==> src/rtl/vpci_pkg.sv <==
// Shared types and constants of the vertex pair cycle intersection filter.
`default_nettype none

package vpci_pkg;

    // Fixed field widths of the stream payloads.
    localparam int CMD_W     = 2;
    localparam int LEN_W     = 5;
    localparam int MASK_W    = 26;
    localparam int IDX_W     = 9;
    localparam int CNT_OUT_W = 9;
    localparam int TABLE_W   = 42;
    localparam int SLOT_W    = 4;
    localparam int S_DATA_W  = 40;
    localparam int M_DATA_W  = 40;

    localparam logic [LEN_W-1:0]   MIN_CYCLE_LENGTH = 5'd3;
    localparam logic [TABLE_W-1:0] TABLE_RESET      = 42'd3654480253652;

    // Command codes carried in s_tuser.
    typedef enum logic [CMD_W-1:0] {
        CMD_RESTORE = 2'd0,
        CMD_APPLY   = 2'd1,
        CMD_READ    = 2'd2
    } cmd_t;

    // Sequencer states of the top level.
    typedef enum logic [1:0] {
        ST_IDLE,
        ST_SCAN,
        ST_FINISH
    } state_t;

    // Control broadcast to every cell of the chain.
    typedef struct packed {
        logic       restore;
        logic       apply;
        logic       shift;
        logic [2:0] allow;
    } cell_ctrl_t;

    // Control of the scan unit at the head of the chain.
    typedef struct packed {
        logic start;
        logic step;
        logic is_read;
    } scan_ctrl_t;

    // Status returned by the scan unit.
    typedef struct packed {
        logic last;
        logic is_read;
        logic found;
    } scan_stat_t;

endpackage

`default_nettype wire

==> src/rtl/vertex_pair_cycle_intersection_filter.sv <==
// Top level of the vertex pair cycle intersection filter: ring of cells and sequencer.
//
//  channel  direction  handshake            payload
//  s_       in         s_tvalid / s_tready  s_tuser: cmd; s_tdata: length, mask, index
//  m_       out        m_tvalid / m_tready  m_tdata: count, empty, read mask, read valid
//  cfg_     in         cfg_we               cfg_wdata: allowed table
//
// Restore, unknown commands, an apply with a length out of range and a read past the
// end finish in the cycle of acceptance. A valid apply or read runs the scan and finish
// states: the flags rotate once around the cell ring past the scan unit at its head.
// Reset (synchronous, active low) keeps every pair and loads the default table.
// A result waiting for m_tready holds s_tready low; it may leave in the accepting cycle.
`default_nettype none

module vertex_pair_cycle_intersection_filter #(
    parameter int VERTEX_COUNT     = 26,
    parameter int MAX_CYCLE_LENGTH = 16
) (
    input  wire logic                            aclk,
    input  wire logic                            aresetn,
    // Input transaction.
    input  wire logic                            s_tvalid,
    output logic                                 s_tready,
    // cycle_length[4:0], cycle_mask[30:5], read_index[39:31]
    input  wire logic [vpci_pkg::S_DATA_W-1:0]   s_tdata,
    // cmd[1:0]
    input  wire logic [vpci_pkg::CMD_W-1:0]      s_tuser,
    // Result transaction.
    output logic                                 m_tvalid,
    input  wire logic                            m_tready,
    // survivor_count[8:0], set_empty[9], read_mask[35:10], read_valid[36]
    output logic [vpci_pkg::M_DATA_W-1:0]        m_tdata,
    // Configuration write.
    input  wire logic                            cfg_we,
    input  wire logic [vpci_pkg::TABLE_W-1:0]    cfg_wdata
);
    import vpci_pkg::*;

    localparam int PAIR_COUNT = (VERTEX_COUNT * (VERTEX_COUNT - 1)) / 2;
    localparam int CNT_W      = $clog2(PAIR_COUNT + 1);

    state_t              state_reg, state_next;
    logic [TABLE_W-1:0]  table_reg;
    logic [CNT_W-1:0]    count_reg, count_next;
    logic                m_valid_reg, m_valid_next;
    logic [CNT_OUT_W-1:0] out_count_reg, out_count_next;
    logic [MASK_W-1:0]   out_mask_reg, out_mask_next;
    logic                out_rvalid_reg, out_rvalid_next;

    logic [LEN_W-1:0]    in_len;
    logic [MASK_W-1:0]   in_mask;
    logic [IDX_W-1:0]    in_index;
    logic                accept;
    logic                slot_free;
    logic                len_ok;
    logic                index_ok;
    logic                start_apply;
    logic                start_read;
    logic                load_finish;
    logic [SLOT_W-1:0]   slot;
    logic [2:0]          allow;

    cell_ctrl_t          cell_ctrl;
    scan_ctrl_t          scan_ctrl;
    scan_stat_t          scan_stat;
    logic [CNT_W-1:0]    scan_count;
    logic [MASK_W-1:0]   scan_mask;
    logic [PAIR_COUNT-1:0] flags;

    assign in_len   = s_tdata[LEN_W-1:0];
    assign in_mask  = s_tdata[LEN_W +: MASK_W];
    assign in_index = s_tdata[LEN_W + MASK_W +: IDX_W];

    assign slot_free = !m_valid_reg || m_tready;
    assign accept    = s_tvalid && s_tready;

    // Decode of the command and its range checks.
    assign len_ok   = (in_len >= MIN_CYCLE_LENGTH) && (in_len <= LEN_W'(MAX_CYCLE_LENGTH));
    assign index_ok = in_index < IDX_W'(count_reg);
    assign slot     = SLOT_W'(in_len - MIN_CYCLE_LENGTH);
    assign allow    = 3'(table_reg >> (6'(slot) * 6'd3));

    always_comb begin
        start_apply = 1'b0;
        start_read  = 1'b0;
        case (s_tuser)
            CMD_APPLY: start_apply = accept && len_ok;
            CMD_READ:  start_read  = accept && index_ok;
            default:   ;
        endcase
    end

    // Next state of the sequencer.
    always_comb begin
        state_next = state_reg;
        case (state_reg)
            ST_IDLE: begin
                if (start_apply || start_read) begin
                    state_next = ST_SCAN;
                end
            end
            ST_SCAN: begin
                if (scan_stat.last) begin
                    state_next = ST_FINISH;
                end
            end
            ST_FINISH: begin
                if (slot_free) begin
                    state_next = ST_IDLE;
                end
            end
            default: state_next = ST_IDLE;
        endcase
    end

    // Outputs of the sequencer.
    always_comb begin
        s_tready          = 1'b0;
        load_finish       = 1'b0;
        cell_ctrl.restore = 1'b0;
        cell_ctrl.apply   = 1'b0;
        cell_ctrl.shift   = 1'b0;
        cell_ctrl.allow   = allow;
        scan_ctrl.start   = 1'b0;
        scan_ctrl.step    = 1'b0;
        scan_ctrl.is_read = start_read;
        case (state_reg)
            ST_IDLE: begin
                s_tready          = slot_free;
                cell_ctrl.restore = accept && (s_tuser == CMD_RESTORE);
                cell_ctrl.apply   = start_apply;
                scan_ctrl.start   = start_apply || start_read;
            end
            ST_SCAN: begin
                cell_ctrl.shift = 1'b1;
                scan_ctrl.step  = 1'b1;
            end
            ST_FINISH: begin
                load_finish = slot_free;
            end
            default: ;
        endcase
    end

    // Ring of cells in ascending pair order; each takes its right neighbor's flag.
    generate
        for (genvar a = 0; a < VERTEX_COUNT - 1; a++) begin : g_row
            for (genvar b = a + 1; b < VERTEX_COUNT; b++) begin : g_col
                localparam int K = a * VERTEX_COUNT - (a * (a + 1)) / 2 + (b - a - 1);
                vpci_cell #(
                    .VERT_A (a),
                    .VERT_B (b)
                ) u_cell (
                    .aclk       (aclk),
                    .aresetn    (aresetn),
                    .ctrl       (cell_ctrl),
                    .cycle_mask (in_mask),
                    .flag_in    (flags[(K + 1) % PAIR_COUNT]),
                    .flag_out   (flags[K])
                );
            end
        end
    endgenerate

    vpci_scan #(
        .VERTEX_COUNT (VERTEX_COUNT),
        .PAIR_COUNT   (PAIR_COUNT),
        .CNT_W        (CNT_W)
    ) u_scan (
        .aclk       (aclk),
        .aresetn    (aresetn),
        .ctrl       (scan_ctrl),
        .read_index (in_index),
        .head_flag  (flags[0]),
        .stat       (scan_stat),
        .count      (scan_count),
        .read_mask  (scan_mask)
    );

    // Survivor count: full on restore, recounted at the end of an apply scan.
    always_comb begin
        count_next = count_reg;
        if (cell_ctrl.restore) begin
            count_next = CNT_W'(PAIR_COUNT);
        end else if (scan_stat.last && !scan_stat.is_read) begin
            count_next = scan_count;
        end
    end

    // Result register: loaded at acceptance for quick commands, else after the scan.
    always_comb begin
        m_valid_next    = m_valid_reg && !m_tready;
        out_count_next  = out_count_reg;
        out_mask_next   = out_mask_reg;
        out_rvalid_next = out_rvalid_reg;
        if (accept && !start_apply && !start_read) begin
            m_valid_next    = 1'b1;
            out_count_next  = (s_tuser == CMD_RESTORE) ? CNT_OUT_W'(PAIR_COUNT)
                                                       : CNT_OUT_W'(count_reg);
            out_mask_next   = '0;
            out_rvalid_next = 1'b0;
        end else if (load_finish) begin
            m_valid_next    = 1'b1;
            out_count_next  = CNT_OUT_W'(count_reg);
            out_mask_next   = scan_mask;
            out_rvalid_next = scan_stat.found;
        end
    end

    always_ff @(posedge aclk) begin
        if (!aresetn) begin
            state_reg   <= ST_IDLE;
            table_reg   <= TABLE_RESET;
            count_reg   <= CNT_W'(PAIR_COUNT);
            m_valid_reg <= 1'b0;
        end else begin
            state_reg   <= state_next;
            count_reg   <= count_next;
            m_valid_reg <= m_valid_next;
            if (cfg_we) begin
                table_reg <= cfg_wdata;
            end
        end
    end

    always_ff @(posedge aclk) begin
        out_count_reg  <= out_count_next;
        out_mask_reg   <= out_mask_next;
        out_rvalid_reg <= out_rvalid_next;
    end

    assign m_tvalid = m_valid_reg;
    assign m_tdata  = {3'b000, out_rvalid_reg, out_mask_reg,
                       (out_count_reg == '0), out_count_reg};

`ifndef SYNTHESIS
    // The survivor count never exceeds the number of pairs.
    a_count_range: assert property (@(posedge aclk) disable iff (!aresetn)
        count_reg <= CNT_W'(PAIR_COUNT))
        else $error("survivor count above pair count");

    // The finish state is entered only from a scan.
    a_finish_from_scan: assert property (@(posedge aclk) disable iff (!aresetn)
        (state_reg == ST_FINISH) |-> ($past(state_reg) == ST_SCAN ||
                                      $past(state_reg) == ST_FINISH))
        else $error("finish state without a scan");

    // A failed read carries no pair, a found one carries at most two vertices.
    a_read_mask: assert property (@(posedge aclk) disable iff (!aresetn)
        m_valid_reg |-> ((out_rvalid_reg || out_mask_reg == '0) &&
                         $countones(out_mask_reg) <= 2))
        else $error("read mask inconsistent with read valid");

    // No transaction is taken while the ring is rotating.
    a_no_accept_busy: assert property (@(posedge aclk) disable iff (!aresetn)
        (state_reg == ST_SCAN) |-> !accept && !cell_ctrl.restore && !cell_ctrl.apply)
        else $error("transaction taken during a scan");
`endif

endmodule

`default_nettype wire

==> src/rtl/vpci_cell.sv <==
// One candidate cell: holds the keep flag of one vertex pair.
`default_nettype none

module vpci_cell #(
    parameter int VERT_A = 0,
    parameter int VERT_B = 1
) (
    input  wire logic                      aclk,
    input  wire logic                      aresetn,
    input  wire vpci_pkg::cell_ctrl_t      ctrl,
    input  wire logic [vpci_pkg::MASK_W-1:0] cycle_mask,
    input  wire logic                      flag_in,
    output logic                           flag_out
);
    import vpci_pkg::*;

    logic flag_reg;
    logic flag_next;
    logic hit_a;
    logic hit_b;
    logic kept;

    // Vertices beyond the mask field never lie on the cycle.
    generate
        if (VERT_A < MASK_W) begin : g_hit_a
            assign hit_a = cycle_mask[VERT_A];
        end else begin : g_no_a
            assign hit_a = 1'b0;
        end
        if (VERT_B < MASK_W) begin : g_hit_b
            assign hit_b = cycle_mask[VERT_B];
        end else begin : g_no_b
            assign hit_b = 1'b0;
        end
    endgenerate

    // Select the allow bit for an intersection of zero, one or two vertices.
    always_comb begin
        if (hit_a && hit_b) begin
            kept = ctrl.allow[2];
        end else if (hit_a || hit_b) begin
            kept = ctrl.allow[1];
        end else begin
            kept = ctrl.allow[0];
        end
    end

    // Restore, filter in place, or pass the flag along the ring.
    always_comb begin
        flag_next = flag_reg;
        if (ctrl.restore) begin
            flag_next = 1'b1;
        end else if (ctrl.apply) begin
            flag_next = flag_reg & kept;
        end else if (ctrl.shift) begin
            flag_next = flag_in;
        end
    end

    always_ff @(posedge aclk) begin
        if (!aresetn) begin
            flag_reg <= 1'b1;
        end else begin
            flag_reg <= flag_next;
        end
    end

    assign flag_out = flag_reg;

endmodule

`default_nettype wire

==> src/rtl/vpci_scan.sv <==
// Scan unit at the head of the chain: counts survivors and picks the k-th one.
`default_nettype none

module vpci_scan #(
    parameter int VERTEX_COUNT = 26,
    parameter int PAIR_COUNT   = 325,
    parameter int CNT_W        = 9
) (
    input  wire logic                       aclk,
    input  wire logic                       aresetn,
    input  wire vpci_pkg::scan_ctrl_t       ctrl,
    input  wire logic [vpci_pkg::IDX_W-1:0] read_index,
    input  wire logic                       head_flag,
    output vpci_pkg::scan_stat_t            stat,
    output logic [CNT_W-1:0]                count,
    output logic [vpci_pkg::MASK_W-1:0]     read_mask
);
    import vpci_pkg::*;

    localparam int VW  = (VERTEX_COUNT > 1) ? $clog2(VERTEX_COUNT) : 1;
    localparam int PTR_W = $clog2(PAIR_COUNT);

    logic [PTR_W-1:0]  ptr_reg, ptr_next;
    logic [VW-1:0]     a_reg, a_next;
    logic [VW-1:0]     b_reg, b_next;
    logic [CNT_W-1:0]  seen_reg, seen_next;
    logic [IDX_W-1:0]  k_reg, k_next;
    logic              found_reg, found_next;
    logic              read_reg, read_next;
    logic [MASK_W-1:0] mask_reg, mask_next;
    logic [MASK_W-1:0] pair_mask;
    logic              hit;

    // Mask of the pair now leaving the head cell, cut to the field width.
    always_comb begin
        for (int v = 0; v < MASK_W; v++) begin
            pair_mask[v] = (int'(a_reg) == v) || (int'(b_reg) == v);
        end
    end

    assign hit = read_reg && head_flag && !found_reg && (IDX_W'(seen_reg) == k_reg);

    // Walk the pairs in ascending order while the ring rotates once.
    always_comb begin
        ptr_next   = ptr_reg;
        a_next     = a_reg;
        b_next     = b_reg;
        seen_next  = seen_reg;
        k_next     = k_reg;
        found_next = found_reg;
        read_next  = read_reg;
        mask_next  = mask_reg;
        if (ctrl.start) begin
            ptr_next   = '0;
            a_next     = '0;
            b_next     = VW'(1);
            seen_next  = '0;
            k_next     = read_index;
            found_next = 1'b0;
            read_next  = ctrl.is_read;
            mask_next  = '0;
        end else if (ctrl.step) begin
            ptr_next  = ptr_reg + PTR_W'(1);
            seen_next = seen_reg + CNT_W'(head_flag);
            if (b_reg == VW'(VERTEX_COUNT - 1)) begin
                a_next = a_reg + VW'(1);
                b_next = a_reg + VW'(2);
            end else begin
                b_next = b_reg + VW'(1);
            end
            if (hit) begin
                found_next = 1'b1;
                mask_next  = pair_mask;
            end
        end
    end

    always_ff @(posedge aclk) begin
        if (!aresetn) begin
            ptr_reg   <= '0;
            found_reg <= 1'b0;
            read_reg  <= 1'b0;
            mask_reg  <= '0;
        end else begin
            ptr_reg   <= ptr_next;
            found_reg <= found_next;
            read_reg  <= read_next;
            mask_reg  <= mask_next;
        end
    end

    always_ff @(posedge aclk) begin
        a_reg    <= a_next;
        b_reg    <= b_next;
        seen_reg <= seen_next;
        k_reg    <= k_next;
    end

    assign stat.last    = ctrl.step && (ptr_reg == PTR_W'(PAIR_COUNT - 1));
    assign stat.is_read = read_reg;
    assign stat.found   = found_reg;
    assign count        = seen_reg + CNT_W'(head_flag);
    assign read_mask    = mask_reg;

endmodule

`default_nettype wire

==> config.mk <==
export PLATFORM = sky130hd
export DESIGN_NAME = vertex_pair_cycle_intersection_filter
export DESIGN_NICKNAME = d
export VERILOG_FILES = /design/src/rtl/vpci_pkg.sv /design/src/rtl/vertex_pair_cycle_intersection_filter.sv /design/src/rtl/vpci_cell.sv /design/src/rtl/vpci_scan.sv
export SDC_FILE = /design/constraint.sdc
export NUM_CORES = 2
export LEC_CHECK = 0
export ABC_AREA = 0
export BUFFER_PORTS_ARGS = -buffer_cell sky130_fd_sc_hd__buf_2
export CAP_MARGIN = 20
export CORE_UTILIZATION = 40
export CTS_BUF_LIST = sky130_fd_sc_hd__clkbuf_16
export DETAILED_ROUTE_END_ITERATION = 8
export PLACE_DENSITY = 0.66
export SLEW_MARGIN = 20
export SYNTH_ARGS = -nofsm -noshare
export SYNTH_HDL_FRONTEND = slang
export SYNTH_HIERARCHICAL = 1
export SYNTH_SLANG_ARGS = --single-unit
export TNS_END_PERCENT = 10
==> constraint.sdc <==
create_clock -name aclk -period 58.4 [get_ports aclk]
set_input_delay 11.68 -clock aclk [delete_from_list [all_inputs] [get_ports aclk]]
set_output_delay 11.68 -clock aclk [all_outputs]
set_load 0.03 [all_outputs]
==> summary.md <==
| Metric | Value |
|---|---|
| Initial DRC Count | `2666` |
| Design area | `37400 sq um` |
| Via Count | `30.3k` |
| Power per cell area | `25.5 nW/um^2` |
| Post-synthesis async set-or-reset flop share | `0` |
| Post-CTS Resized | `0` |
| Clock Path Buffers | `3` |
| Final Max Tran Viols | `0` |
| Worst Path Required | `46.72 ns` |
| Input/output buffers | `127` |
| Syn_area_per_cell | `9.04 sq um` |
| Max Clock Skew | `0.0255 ns` |
| Full die area | `84500 sq um` |
| DR WL/cell | `18.2 um` |
| Worst skew pair latency | `0.63 ns` |
| Die H | `291 um` |
| Worst stage delay on the critical path | `0.18 ns` |
| Status | `finished, final reports clean` |
| CTS HTree Levels | `2` |
| Drt first pass iters | `7` |
| Worst-path cell with the longest stage delay | `buf_2` |
| Core Region | `82200 sq um` |
| Detailed Route WL | `91100 um` |
| CTS buffer count | `56` |
| Layout cells sized above 1 | `0.0751` |
| Fillers | `7999` |
| Num rows | `105` |
| Sequential element share of the synthesized area | `0.294` |
| Hold Crit Class | `reg2reg` |
| Clk sinks | `480` |
| Final Hold Fails | `0` |
| First-pass GRT wire length | `151000 um` |
| EDFF count, synth | `18` |
| Post-Syn Instances | `3691` |
| Crit-path cells | `buf_2 -> nor2b_1 -> nor3_1 -> buf_2` |
| Critical path class | `in2out` |
| Synthesized cell area | `33400 sq um` |
| Maxcap violations | `0` |
| Max Freq | `41.9 MHz` |
| Synth Register Bits | `480` |
| IO Count | `131` |
| GRT overflow | `0` |
| Die Span X | `291 um` |
| Crit share post-route | `0.409` |
| Number of global-route vias before repair | `28.6k` |
| Worst EP arrival | `12.21 ns` |
| Synth cell types | `57` |
| CTS tree | `built` |
| Dpl cell area | `35600 sq um` |
| Worst-path maximum fanout | `3` |
| Initial antenna violation count | `0` |
| Max reg flops | `325` |
| Post-CTS setup buffer count | `0` |
| Synth Flop Type | `dfxtp_1` |
| Startpoint Class | `primary input` |
| Layout area overhead | `12.0%` |
| Drt drc | `0` |
| Clk root buf | `clkbuf_16` |
| Total track usage | `0.206` |
| Most frequent CP cell | `buf_2` |
| Slew @ Worst Pin | `1.19 ns` |
| Min cycle time layout | `23.89 ns` |
| Yosys warns | `6` |
| Final nets | `3996` |
| Placed wire-length estimate | `45500 um` |
| Placer Congestion | `0.814` |
| Clk pin slew, worst setup/hold paths | `0.06 ns` |
| Post-route ant nets | `0` |
| Maximum VDD drop | `0.0232 mV` |
| Post-cts hold buffer count | `0` |
| Final setup viols | `0` |
| Setup TNS | `0 ns` |
| Rel. slew slack | `0.207` |
| Unrepaired setup endpoints after global routing | `false` |
| Pin count of the biggest net entering global routing | `262` |
| Initial core utilization | `0.406` |
| Leak | `0.0132 uW` |
| Crit path capture type | `primary output` |
| Via/cell ratio | `6.07` |
## report_power, final
part / internal, uW / switching (uW)
Sequential: 342 / 12.7
Combinational: 96.2 / 164
Clock: 185 / 151
## logic make-up (layout without fill, tap and decap cells)
family / after synthesis / count (layout) / share of synthesized area
AO/OA/AOI/OAI: 476 / 476 / 0.0920
XOR/XNOR: 35 / 35 / 0.00919
adder cells (fa/ha/maj): 25 / 25 / 0.00938
buffers and inverters: 78 / 314 / 0.0120
flip-flops: 480 / 480 / 0.294
multiplexers: 1038 / 1038 / 0.315
other: 1 / 4 / 0.000112
AND/OR/NAND/NOR: 1558 / 1558 / 0.269
## layout make-up
type | instances | area (sq um) | share of cell area
multi-input combinational | 3135 | 23200 | 0.622
sequential | 480 | 9790 | 0.262
clock buffer | 57 | 1430 | 0.0382
tap | 1070 | 1340 | 0.0358
timing repair buffer | 188 | 1190 | 0.0319
clock inverter | 48 | 298 | 0.00797
inverter | 21 | 78.8 | 0.00211
antenna | 1 | 2.50 | 0.0000670
## Yosys cell counts (all sizes together), types with 10 or more instances
cell type / instances / area, sq um
mux2i: 1025 / 10300
dfxtp: 462 / 9250
nand2: 458 / 1720
nand3: 334 / 1670
nor3: 327 / 1640
o22ai: 325 / 2030
or4b: 325 / 3250
a21oi: 43 / 215
nor2: 35 / 131
xor2: 31 / 272
buf: 30 / 221
a31oi: 28 / 175
a211oi: 27 / 213
clkbuf: 27 / 101
ha: 25 / 313
o22a: 24 / 210
nor2b: 23 / 144
inv: 21 / 78.8
edfxtp: 18 / 541
and3: 10 / 63.8
## cells in the final DEF, fill, tap and decap left out, types with 9 or more instances in the layout
cell type / instances
mux2i_1: 1025
dfxtp_1: 462
nand2_1: 458
nand3_1: 334
nor3_1: 326
o22ai_1: 325
or4b_1: 325
buf_2: 126
clkbuf_16: 57
buf_4: 54
a21oi_1: 43
nor2_1: 35
inv_1: 34
xor2_1: 31
a31oi_1: 28
ha_1: 25
a211oi_1: 25
o22a_1: 24
nor2b_1: 22
clkinv_1: 19
edfxtp_1: 18
nand2b_1: 9
and3_1: 9
mux4_2: 9
## metrics by stage
step / utilization / total power (uW) / setup WS, ns / cells / hold WS, ns
after floorplan: - / 707 / 3.68 / 3693 / 0.429
after global placement: 0.433 / 616 / 34.48 / 4894 / 0.440
after detailed placement: 0.433 / 620 / 34.52 / 4894 / 0.443
after CTS: 0.454 / 958 / 34.51 / 4999 / 0.446
after global routing: 0.454 / 998 / 34.46 / 4999 / 0.467
final: 0.454 / 951 / 34.51 / 5000 / 0.443
## final timing paths
path | startpoint | to | slack (ns) | cells after the start
min | u_scan/read_mask[12]$_SDFFE_PP0P_ | out_mask_reg[12]$_SDFFE_PP0P_ | 0.44 | 2
max | m_tready | s_tready | 34.51 | 4
min reg2reg | u_scan/read_mask[12]$_SDFFE_PP0P_ | out_mask_reg[12]$_SDFFE_PP0P_ | 0.44 | 2
max reg2reg | state_reg[0]$_SDFFE_PN0P_ | g_row[14].g_col[22].u_cell/flag_out$_SDFFE_PP1P_ | 53.66 | 7
## routing by layer
layer / up-vias / track usage / part of all wire
li1: 14915 / - / -
met1: 14764 / 0.283 / 0.47
met2: 554 / 0.349 / 0.48
met3: 94 / 0.0208 / 0.038
met4: 0 / 0.0414 / 0.013
met5: - / 0 / 0
## worst max-delay path, delay by kind of cell
family                 cells  cell delay, ns
AND/OR/NAND/NOR            2            0.24
buffers and inverters      2            0.28
No activity file was read; power rests on OpenSTA's default activity.
